**src/dhoat_pkg.sv**
```systemverilog
`timescale 1ns / 1ps
// ----------------------------------------------------------------------------
// dhoat_pkg
// Shared constants, types and helpers for the double-hashed open-address
// table: sizes, operation and status codes, slot marks, FSM states and the
// command/status bundles between the controller and the datapath.
// ----------------------------------------------------------------------------
package dhoat_pkg;

    // Table geometry (TABLE_SIZE must be prime)
    localparam int TABLE_SIZE = 13;
    localparam int IDX_W      = $clog2(TABLE_SIZE);

    // Transaction field widths
    localparam int FUNC_W   = 2;
    localparam int KEY_W    = 31;
    localparam int STATUS_W = 2;
    localparam int SLOT_W   = 4;

    // Stream bus widths (fields padded to whole bytes)
    localparam int S_TDATA_W = ((KEY_W + 7) / 8) * 8;
    localparam int M_TDATA_W = ((SLOT_W + 7) / 8) * 8;

    // Digit-serial residue unit
    localparam int DIGIT_W    = 4;
    localparam int NUM_DIGITS = (KEY_W + DIGIT_W - 1) / DIGIT_W;
    localparam int KEY_SH_W   = NUM_DIGITS * DIGIT_W;
    localparam int DCNT_W     = (NUM_DIGITS > 1) ? $clog2(NUM_DIGITS) : 1;
    localparam int ACC_W      = IDX_W + DIGIT_W;

    // Operation codes
    localparam logic [FUNC_W-1:0] FUNC_INSERT = 2'd0;
    localparam logic [FUNC_W-1:0] FUNC_DELETE = 2'd1;
    localparam logic [FUNC_W-1:0] FUNC_SEARCH = 2'd2;

    // Status codes
    localparam logic [STATUS_W-1:0] STAT_OK      = 2'd0;
    localparam logic [STATUS_W-1:0] STAT_MISSING = 2'd1;
    localparam logic [STATUS_W-1:0] STAT_FULL    = 2'd2;

    // Slot marks
    typedef enum logic [1:0] {
        MARK_EMPTY   = 2'd0,
        MARK_FULL    = 2'd1,
        MARK_DELETED = 2'd2
    } t_mark;

    // Controller states
    typedef enum logic [2:0] {
        ST_IDLE,
        ST_MOD,
        ST_INIT,
        ST_READ,
        ST_CHECK,
        ST_DONE
    } t_state;

    // Controller -> datapath commands
    typedef struct packed {
        logic  load;
        logic  mod_step;
        logic  probe_init;
        logic  probe_adv;
        logic  key_wr;
        logic  mark_wr;
        t_mark mark_val;
        logic  res_hit;
        logic  out_load;
    } t_cmd;

    // Datapath -> controller status
    typedef struct packed {
        logic [FUNC_W-1:0] func;
        logic              mod_last;
        t_mark             mark;
        logic              key_eq;
        logic              probe_last;
        logic              out_free;
    } t_sts;

    // One digit step of a residue: (rem * 2^DIGIT_W + dig) mod m, for rem < m.
    // Restoring reduction, one conditional subtract per digit bit.
    function automatic logic [IDX_W-1:0] mod_digit(
        input logic [IDX_W-1:0]   rem,
        input logic [DIGIT_W-1:0] dig,
        input logic [ACC_W-1:0]   m
    );
        logic [ACC_W-1:0] acc;
        acc = {rem, dig};
        for (int i = DIGIT_W - 1; i >= 0; i--) begin
            if (acc >= (m << i)) begin
                acc = acc - (m << i);
            end
        end
        return acc[IDX_W-1:0];
    endfunction

endpackage

```
**src/dhoat_ram.sv**
```systemverilog
`timescale 1ns / 1ps
// ----------------------------------------------------------------------------
// dhoat_ram
// Generic single-write, single-read RAM with registered read data.
// ----------------------------------------------------------------------------
module dhoat_ram #(
    parameter int WIDTH = 32,
    parameter int DEPTH = 16
) (
    input  logic                     i_clk,
    input  logic                     i_wr_en,
    input  logic [$clog2(DEPTH)-1:0] i_wr_addr,
    input  logic [WIDTH-1:0]         i_wr_data,
    input  logic [$clog2(DEPTH)-1:0] i_rd_addr,
    output logic [WIDTH-1:0]         o_rd_data
);

    logic [WIDTH-1:0] r_mem [DEPTH];
    logic [WIDTH-1:0] r_rd_data;

    // Write port and registered read port
    always_ff @(posedge i_clk) begin
        if (i_wr_en) begin
            r_mem[i_wr_addr] <= i_wr_data;
        end
        r_rd_data <= r_mem[i_rd_addr];
    end

    assign o_rd_data = r_rd_data;

endmodule

```
**src/dhoat_ctrl.sv**
```systemverilog
`timescale 1ns / 1ps
// ----------------------------------------------------------------------------
// dhoat_ctrl
// Controller FSM: accepts a request, runs the residue unit, walks the probe
// sequence probe by probe (read, then check) and hands the result to the output register.
// ----------------------------------------------------------------------------
module dhoat_ctrl
    import dhoat_pkg::*;
(
    input  logic i_clk,
    input  logic i_rst_n,
    input  logic s_axis_tvalid,
    output logic s_axis_tready,
    input  t_sts i_sts,
    output t_cmd o_cmd
);

    t_state r_state;
    t_state n_state;
    logic   w_hit;
    logic   w_op_valid;

    // Probe hit decision for the current slot
    always_comb begin
        w_hit      = 1'b0;
        w_op_valid = 1'b0;
        case (i_sts.func) inside
            FUNC_INSERT: begin
                w_hit      = (i_sts.mark != MARK_FULL);
                w_op_valid = 1'b1;
            end
            FUNC_DELETE, FUNC_SEARCH: begin
                w_hit      = (i_sts.mark == MARK_FULL) && i_sts.key_eq;
                w_op_valid = 1'b1;
            end
            default: begin
                w_hit      = 1'b0;
                w_op_valid = 1'b0;
            end
        endcase
    end

    // State register
    always_ff @(posedge i_clk) begin
        if (!i_rst_n) begin
            r_state <= ST_IDLE;
        end else begin
            r_state <= n_state;
        end
    end

    // Next state
    always_comb begin
        n_state = r_state;
        unique case (r_state)
            ST_IDLE: begin
                if (s_axis_tvalid) n_state = ST_MOD;
            end
            ST_MOD: begin
                if (i_sts.mod_last) n_state = ST_INIT;
            end
            ST_INIT: begin
                n_state = w_op_valid ? ST_READ : ST_DONE;
            end
            ST_READ: begin
                n_state = ST_CHECK;
            end
            ST_CHECK: begin
                if (w_hit || i_sts.probe_last) n_state = ST_DONE;
                else                           n_state = ST_READ;
            end
            ST_DONE: begin
                if (i_sts.out_free) n_state = ST_IDLE;
            end
            default: n_state = ST_IDLE;
        endcase
    end

    // Outputs
    always_comb begin
        o_cmd         = '0;
        o_cmd.mark_val = MARK_EMPTY;
        s_axis_tready = 1'b0;
        unique case (r_state)
            ST_IDLE: begin
                s_axis_tready = 1'b1;
                o_cmd.load    = s_axis_tvalid;
            end
            ST_MOD: begin
                o_cmd.mod_step = 1'b1;
            end
            ST_INIT: begin
                o_cmd.probe_init = 1'b1;
            end
            ST_READ: begin
                // key RAM read of the current slot is in flight
            end
            ST_CHECK: begin
                if (w_hit) begin
                    o_cmd.res_hit = 1'b1;
                    if (i_sts.func == FUNC_INSERT) begin
                        o_cmd.key_wr   = 1'b1;
                        o_cmd.mark_wr  = 1'b1;
                        o_cmd.mark_val = MARK_FULL;
                    end else if (i_sts.func == FUNC_DELETE) begin
                        o_cmd.mark_wr  = 1'b1;
                        o_cmd.mark_val = MARK_DELETED;
                    end
                end else if (!i_sts.probe_last) begin
                    o_cmd.probe_adv = 1'b1;
                end
            end
            ST_DONE: begin
                o_cmd.out_load = i_sts.out_free;
            end
            default: begin
                o_cmd = '0;
            end
        endcase
    end

endmodule

```
**src/dhoat_dp.sv**
```systemverilog
`timescale 1ns / 1ps
// ----------------------------------------------------------------------------
// dhoat_dp
// Datapath: request registers, digit-serial residues mod N and mod N-2,
// probe position stepper, slot marks, key RAM and the output register.
// ----------------------------------------------------------------------------
module dhoat_dp
    import dhoat_pkg::*;
(
    input  logic                 i_clk,
    input  logic                 i_rst_n,
    input  logic [S_TDATA_W-1:0] s_axis_tdata,
    input  logic [FUNC_W-1:0]    s_axis_tuser,
    output logic                 m_axis_tvalid,
    input  logic                 m_axis_tready,
    output logic [M_TDATA_W-1:0] m_axis_tdata,
    output logic [STATUS_W-1:0]  m_axis_tuser,
    input  t_cmd                 i_cmd,
    output t_sts                 o_sts
);

    // Request
    logic [FUNC_W-1:0]   r_func;
    logic [KEY_W-1:0]    r_key;
    logic [KEY_SH_W-1:0] r_key_sh;
    logic [DCNT_W-1:0]   r_dcnt;

    // Residues: key mod N and key mod (N-2)
    logic [IDX_W-1:0]    r_res_n;
    logic [IDX_W-1:0]    r_res_n2;
    logic [DIGIT_W-1:0]  w_digit;

    // Probe walk
    logic [IDX_W-1:0]    r_pos;
    logic [IDX_W-1:0]    r_step;
    logic [IDX_W-1:0]    r_pcnt;
    logic [IDX_W:0]      w_pos_sum;
    logic [IDX_W-1:0]    w_pos_next;

    // Table state
    t_mark               r_marks [TABLE_SIZE];
    logic [KEY_W-1:0]    w_rd_key;

    // Result and output register
    logic [STATUS_W-1:0] r_res_status;
    logic [SLOT_W-1:0]   r_res_slot;
    logic                r_out_valid;
    logic [M_TDATA_W-1:0] r_out_data;
    logic [STATUS_W-1:0] r_out_user;

    assign w_digit = r_key_sh[KEY_SH_W-1 -: DIGIT_W];

    // Request capture and digit-serial reduction, most significant digit first
    always_ff @(posedge i_clk) begin
        if (i_cmd.load) begin
            r_func   <= s_axis_tuser;
            r_key    <= s_axis_tdata[KEY_W-1:0];
            r_key_sh <= KEY_SH_W'(s_axis_tdata[KEY_W-1:0]);
            r_dcnt   <= '0;
            r_res_n  <= '0;
            r_res_n2 <= '0;
        end else if (i_cmd.mod_step) begin
            r_key_sh <= r_key_sh << DIGIT_W;
            r_dcnt   <= r_dcnt + 1'b1;
            r_res_n  <= mod_digit(r_res_n, w_digit, ACC_W'(TABLE_SIZE));
            r_res_n2 <= mod_digit(r_res_n2, w_digit, ACC_W'(TABLE_SIZE - 2));
        end
    end

    // Next probe position: pos + step, both below N, one compare-subtract
    always_comb begin
        w_pos_sum = {1'b0, r_pos} + {1'b0, r_step};
        if (w_pos_sum >= (IDX_W+1)'(TABLE_SIZE)) begin
            w_pos_next = IDX_W'(w_pos_sum - (IDX_W+1)'(TABLE_SIZE));
        end else begin
            w_pos_next = w_pos_sum[IDX_W-1:0];
        end
    end

    // Probe walk and result
    always_ff @(posedge i_clk) begin
        if (i_cmd.probe_init) begin
            r_pos        <= r_res_n;
            r_step       <= r_res_n2 + 1'b1;
            r_pcnt       <= '0;
            r_res_status <= (r_func == FUNC_INSERT) ? STAT_FULL : STAT_MISSING;
            r_res_slot   <= '0;
        end else begin
            if (i_cmd.probe_adv) begin
                r_pos  <= w_pos_next;
                r_pcnt <= r_pcnt + 1'b1;
            end
            if (i_cmd.res_hit) begin
                r_res_status <= STAT_OK;
                r_res_slot   <= SLOT_W'(r_pos);
            end
        end
    end

    // Slot marks, all empty after reset
    always_ff @(posedge i_clk) begin
        if (!i_rst_n) begin
            for (int i = 0; i < TABLE_SIZE; i++) begin
                r_marks[i] <= MARK_EMPTY;
            end
        end else if (i_cmd.mark_wr) begin
            r_marks[r_pos] <= i_cmd.mark_val;
        end
    end

    // Key store
    dhoat_ram #(
        .WIDTH (KEY_W),
        .DEPTH (TABLE_SIZE)
    ) u_key_ram (
        .i_clk     (i_clk),
        .i_wr_en   (i_cmd.key_wr),
        .i_wr_addr (r_pos),
        .i_wr_data (r_key),
        .i_rd_addr (r_pos),
        .o_rd_data (w_rd_key)
    );

    // Output register
    always_ff @(posedge i_clk) begin
        if (!i_rst_n) begin
            r_out_valid <= 1'b0;
        end else if (i_cmd.out_load) begin
            r_out_valid <= 1'b1;
        end else if (m_axis_tready) begin
            r_out_valid <= 1'b0;
        end
    end

    always_ff @(posedge i_clk) begin
        if (i_cmd.out_load) begin
            r_out_data <= M_TDATA_W'(r_res_slot);
            r_out_user <= r_res_status;
        end
    end

    assign m_axis_tvalid = r_out_valid;
    assign m_axis_tdata  = r_out_data;
    assign m_axis_tuser  = r_out_user;

    // Status to controller
    assign o_sts.func       = r_func;
    assign o_sts.mod_last   = (r_dcnt == DCNT_W'(NUM_DIGITS - 1));
    assign o_sts.mark       = r_marks[r_pos];
    assign o_sts.key_eq     = (w_rd_key == r_key);
    assign o_sts.probe_last = (r_pcnt == IDX_W'(TABLE_SIZE - 1));
    assign o_sts.out_free   = !r_out_valid || m_axis_tready;

endmodule

```
**src/double_hash_open_address_table_top.sv**
```systemverilog
`timescale 1ns / 1ps
// ----------------------------------------------------------------------------
// double_hash_open_address_table_top
// Open-addressed hash table with double hashing over TABLE_SIZE slots.
// ----------------------------------------------------------------------------
// Each request (insert, delete or search a key) gives exactly one response
// (status and slot). A request reduces the key to its two residues (one
// 4-bit digit per cycle), sets up the probe walk, checks each probe in two
// steps (address, then compare against the key RAM's registered read data)
// and loads the output register; a walk visits at most all 13 slots. An
// unknown operation skips the probe walk and goes straight to the output.
// One request is in flight at a time; the next one is taken the cycle after
// the response is loaded, even if that response has not yet been taken
// downstream. Slot marks clear at reset; key storage is not initialized and
// is only compared in slots marked full.
// ----------------------------------------------------------------------------
module double_hash_open_address_table_top
    import dhoat_pkg::*;
(
    input  logic                 i_clk,
    input  logic                 i_rst_n,
    // Request stream
    input  logic                 s_axis_tvalid,
    output logic                 s_axis_tready,
    input  logic [S_TDATA_W-1:0] s_axis_tdata,   // [30:0] key
    input  logic [FUNC_W-1:0]    s_axis_tuser,   // [1:0] func
    // Response stream
    output logic                 m_axis_tvalid,
    input  logic                 m_axis_tready,
    output logic [M_TDATA_W-1:0] m_axis_tdata,   // [3:0] slot
    output logic [STATUS_W-1:0]  m_axis_tuser    // [1:0] status
);

    t_cmd w_cmd;
    t_sts w_sts;

    // Controller
    dhoat_ctrl u_ctrl (
        .i_clk         (i_clk),
        .i_rst_n       (i_rst_n),
        .s_axis_tvalid (s_axis_tvalid),
        .s_axis_tready (s_axis_tready),
        .i_sts         (w_sts),
        .o_cmd         (w_cmd)
    );

    // Datapath
    dhoat_dp u_dp (
        .i_clk         (i_clk),
        .i_rst_n       (i_rst_n),
        .s_axis_tdata  (s_axis_tdata),
        .s_axis_tuser  (s_axis_tuser),
        .m_axis_tvalid (m_axis_tvalid),
        .m_axis_tready (m_axis_tready),
        .m_axis_tdata  (m_axis_tdata),
        .m_axis_tuser  (m_axis_tuser),
        .i_cmd         (w_cmd),
        .o_sts         (w_sts)
    );

endmodule

```
**config.mk**
```make
export PLATFORM = sky130hd
export DESIGN_NAME = double_hash_open_address_table_top
export DESIGN_NICKNAME = d
export VERILOG_FILES = /design/src/dhoat_pkg.sv /design/src/dhoat_ram.sv /design/src/dhoat_ctrl.sv /design/src/dhoat_dp.sv /design/src/double_hash_open_address_table_top.sv
export SDC_FILE = /design/constraint.sdc
export NUM_CORES = 1
export LEC_CHECK = 0
export BUFFER_PORTS_ARGS = -buffer_cell sky130_fd_sc_hd__buf_2
export CELL_PAD_IN_SITES_DETAIL_PLACEMENT = 1
export CELL_PAD_IN_SITES_GLOBAL_PLACEMENT = 1
export CORE_MARGIN = 2
export CORE_UTILIZATION = 49
export CTS_CLUSTER_DIAMETER = 30
export CTS_CLUSTER_SIZE = 20
export DETAILED_ROUTE_END_ITERATION = 6
export PLACE_DENSITY = 0.75
export SLEW_MARGIN = 30
export SYNTH_ARGS = -nofsm -noshare
export SYNTH_HDL_FRONTEND = slang
export SYNTH_SLANG_ARGS = --single-unit
```
**constraint.sdc**
```tcl
create_clock -name i_clk -period 4.3 [get_ports i_clk]
set_input_delay 0.215 -clock i_clk [delete_from_list [all_inputs] [get_ports i_clk]]
set_output_delay 0.215 -clock i_clk [all_outputs]
set_load 0.01 [all_outputs]
```
==> qor.csv <==
stage;metric;value;unit
worst_hold_path;hp-class;in2reg;
worst_setup_path;start_kind;flip-flop;
synth;synth_cell_type_count;94;
power_and_ir_drop;p_comb_frac;0.190;
synth;yosysMostFrequentCell;edfxtp_1;
drt;drtAntennaViolNets;0;
synth;syn_area;23400;µm²
clock_tree;clk_pin_slew;0.05;ns
worst_setup_path;cp.arrival;4.71;ns
final_layout;stdcell_area;29100;µm²
sta;setup_viol;0;
sta;slew-limit-headroom;0.429;
synth;synth_top_family_by_area;multiplexers;
drt;first_pass_iters;7;
placed_design;gp_congestion;0.806;
sta;layout_setup_ws;0.124;ns
synth;synthAdderAreaFrac;0.0147;
grt;grt_max_degree;97;
synth;ys_top_cells_by_area;edfxtp_1 66%, mux4_2 12%, dfxtp_1 5.0%;
power_and_ir_drop;pwr-share-seq;0.356;
power_and_ir_drop;pwr-share-clk;0.454;
synth;yosysTopAreaCell;edfxtp_1;
placed_design;io_buffers;44;
synth;synth_xor_area_frac;0.0171;
drt;drc_errors;0;
final_layout;syn_to_final_growth;24.3;%
clock_tree;cts_max_path_buffers;3;
grt;grt_pass1_wl;91300;µm
placed_design;place_ws;-0.0987;ns
synth;synth-main-ff-cell;edfxtp_1;
grt;grt.total_usage;0.251;
power_and_ir_drop;ir_drop;794;µV
worst_setup_path;required;4.83;ns
synth;ys_async_sr_fraction;0;
power_and_ir_drop;internal_power;13400;µW
clock_tree;cts_tree;done;
sta;fmax;239;MHz
synth;synth_top_area_share;0.660;
drt;viasPerCell;5.94;
clock_tree;clkLatencyLatePin;0.66;ns
power_and_ir_drop;switching_share;0.273;
drt;dr_total_vias;13200;
grt;antenna_found_initial;1;
synth;synth_top_cells_by_count;515 x edfxtp_1, 126 x mux4_2, 68 x nor2_1;
floorplan;top_level_ports;50;
synth;synth_simple_gate_area_frac;0.0491;
clock_tree;htree_levels;3;
floorplan;start_util;0.494;
sta;clock_skew;0.0538;ns
drt;wl;61000;µm
sta;setup-tns-final;0;ns
synth;synth_edf_count;515;
synth;syn_inst;1291;
worst_setup_path;crit_fanout;5;
placed_design;dp_hpwl;32600;µm
grt;grt_overflow;0;
synth;synthMuxAreaShare;0.142;
synth;synth-seq-cells;574;
final_layout;drive_gt1_frac;0.332;
floorplan;die_area;49600;µm²
final_layout;nNetsFinal;1577;
clock_tree;root_buffer;clkbuf_16;
power_and_ir_drop;power_leakage;0.0100;µW
floorplan;die_w;223;µm
drt;first_iter_violations;1080;
worst_setup_path;crit_type;reg2reg;
sta;fin_crit;4.18;ns
run;cap_violations;0;
synth;postSynthAreaPerCell;18.2;µm²
synth;synth-warning-count;0;
clock_tree;cts_buffers;108;
outcome;status;finished, final reports clean;
placed_design;place_area;24900;µm²
sta;min_period_over_period;0.971;
sta;hold_viol_final;0;
synth;synth-seq-area-share;0.710;
power_and_ir_drop;power.switching;5050;µW
floorplan;die_y;223;µm
grt;grt_pass1_vias;14600;
floorplan;fp.coreArea;47400;µm²
sta;timing.hold.ws;0.0838;ns
worst_setup_path;end_kind;flip-flop;
power_and_ir_drop;powerDensity;634;nW/µm²
floorplan;num_rows;80;
sta;slew_viol_final;0;
clock_tree;cts.sinks;574;
drt;routedWlPerCell;27.4;µm
sta;tightest_slew;0.835;ns
synth;synth-compound-area-share;0.0500;
-- critical path, cell delays in order (launching register included) --
cell and delay [ns]:
dfxtp_4 0.36, ha_2 0.20, and2_4 0.17, o31a_1 0.29, nor2_1 0.12, xnor2_1 0.16, ha_2 0.29, nor4_4 0.06
o31a_1 0.36, buf_4 0.16, mux2_4 0.33, o31ai_4 0.28, nand2_2 0.13, xnor2_2 0.25, ha_2 0.22, inv_1 0.06
a31o_1 0.22, a21o_1 0.18, a31o_1 0.21
-- flip-flops by register name, summed over array words and instances (netlist names), named ones only --
| name | cells |
|---|---|
| u_dp.u_key_ram.r_mem | 403 |
| u_dp.r_key_sh | 32 |
| u_dp.r_marks | 32 |
| u_dp.r_key | 31 |
| u_dp.u_key_ram.o_rd_data | 31 |
| u_dp.m_axis_tdata | 4 |
| u_dp.r_pcnt | 4 |
| u_dp.r_pos | 4 |
| u_dp.r_res_n2 | 4 |
| u_dp.r_res_n | 4 |
| u_dp.r_res_slot | 4 |
| u_dp.r_step | 4 |
| u_ctrl.r_state | 3 |
| u_dp.r_dcnt | 3 |
| u_dp.m_axis_tuser | 2 |
| u_dp.r_func | 2 |
| u_dp.r_res_status | 2 |
| u_dp.m_axis_tvalid | 1 |
-- cell type report --
class	count	area, µm²
multi-input cells	628	6650
diodes	1	2.50
inverters	33	124
fillers	4169	18300
clock buffers	139	2910
clock inverters	66	734
repair buffers	167	1280
flip-flops and latches	574	16700
well taps	615	769
-- logic make-up after synthesis --
family	Yosys count
AOI/OAI and AO/OA	154
buffers and inverters	92
adders and majority gates	27
muxes	171
other	1
and+or+nand+nor	227
xor gates and xnor gates	45
DFF	574
-- cells in the final DEF (no fill, tap or decap), types with 10 or more instances in the layout --
cell | Yosys | final
a21oi_1 | 26 | 25
buf_2 | 8 | 44
buf_4 | 5 | 83
bufinv_16 | 0 | 11
clkbuf_1 | 29 | 25
clkbuf_16 | 0 | 111
clkinv_1 | 0 | 10
clkinv_2 | 0 | 17
clkinvlp_4 | 0 | 12
dfxtp_1 | 59 | 54
dlygate4sd3_1 | 0 | 35
edfxtp_1 | 515 | 515
ha_1 | 26 | 18
inv_1 | 33 | 32
mux2_2 | 33 | 33
mux2i_1 | 11 | 10
mux4_2 | 126 | 126
nand2_1 | 57 | 56
nand2b_1 | 12 | 11
nand3_1 | 14 | 14
nor2_1 | 68 | 55
nor2_4 | 0 | 13
nor3_1 | 10 | 10
o21ai_0 | 28 | 28
xnor2_1 | 20 | 18
xor2_1 | 24 | 24
-- timing repair --
item,CTS,global route
setup buffers,2,8
resized for setup,6,24
setup endpoints to repair,5,8
endpoints found under the hold margin,65,0
pin swaps,3,13
hold buffers,35,0
-- layer usage --
layer / wire length, µm / GRT usage / vias up
li1: - / - / 5653
met1: 23600 / 0.310 / 6900
met2: 31900 / 0.429 / 532
met3: 3420 / 0.0484 / 126
met4: 2020 / 0.116 / 0
met5: 0 / 0 / -
-- worst paths after layout --
path,startpoint,endpoint,slack [ns],cells after the start
max,u_dp.r_res_n2[0],u_dp.r_res_n2[0],0.12,18
min,s_axis_tvalid,u_dp.r_key_sh[3],0.08,2
max reg2reg,u_dp.r_res_n2[0],u_dp.r_res_n2[0],0.12,18
min reg2reg,u_dp.r_res_status[0],u_dp.m_axis_tuser[0],0.43,0
-- power by group through the flow --
| stage | Combinational [µW] | Clock (µW) | Sequential [µW] |
|---|---|---|---|
| finish | 3520 | 8380 | 6580 |
| detailed placement | 3080 | 0 | 6650 |
| global placement | 2950 | 0 | 6640 |
| floorplan | 2300 | 0 | 6570 |
| global route | 3820 | 8730 | 6600 |
| CTS | 3220 | 8430 | 6560 |
-- through the flow --
stage / std cells / util / total power (µW)
4_1_cts: 2214 / 0.610 / 18200
3_3_place_gp: 1972 / 0.525 / 9580
5_1_grt: 2222 / 0.614 / 19200
2_1_floorplan: 1294 / - / 8870
3_5_place_dp: 1972 / 0.525 / 9740
6_report: 2223 / 0.614 / 18500
(Power assumes the default switching activity.)
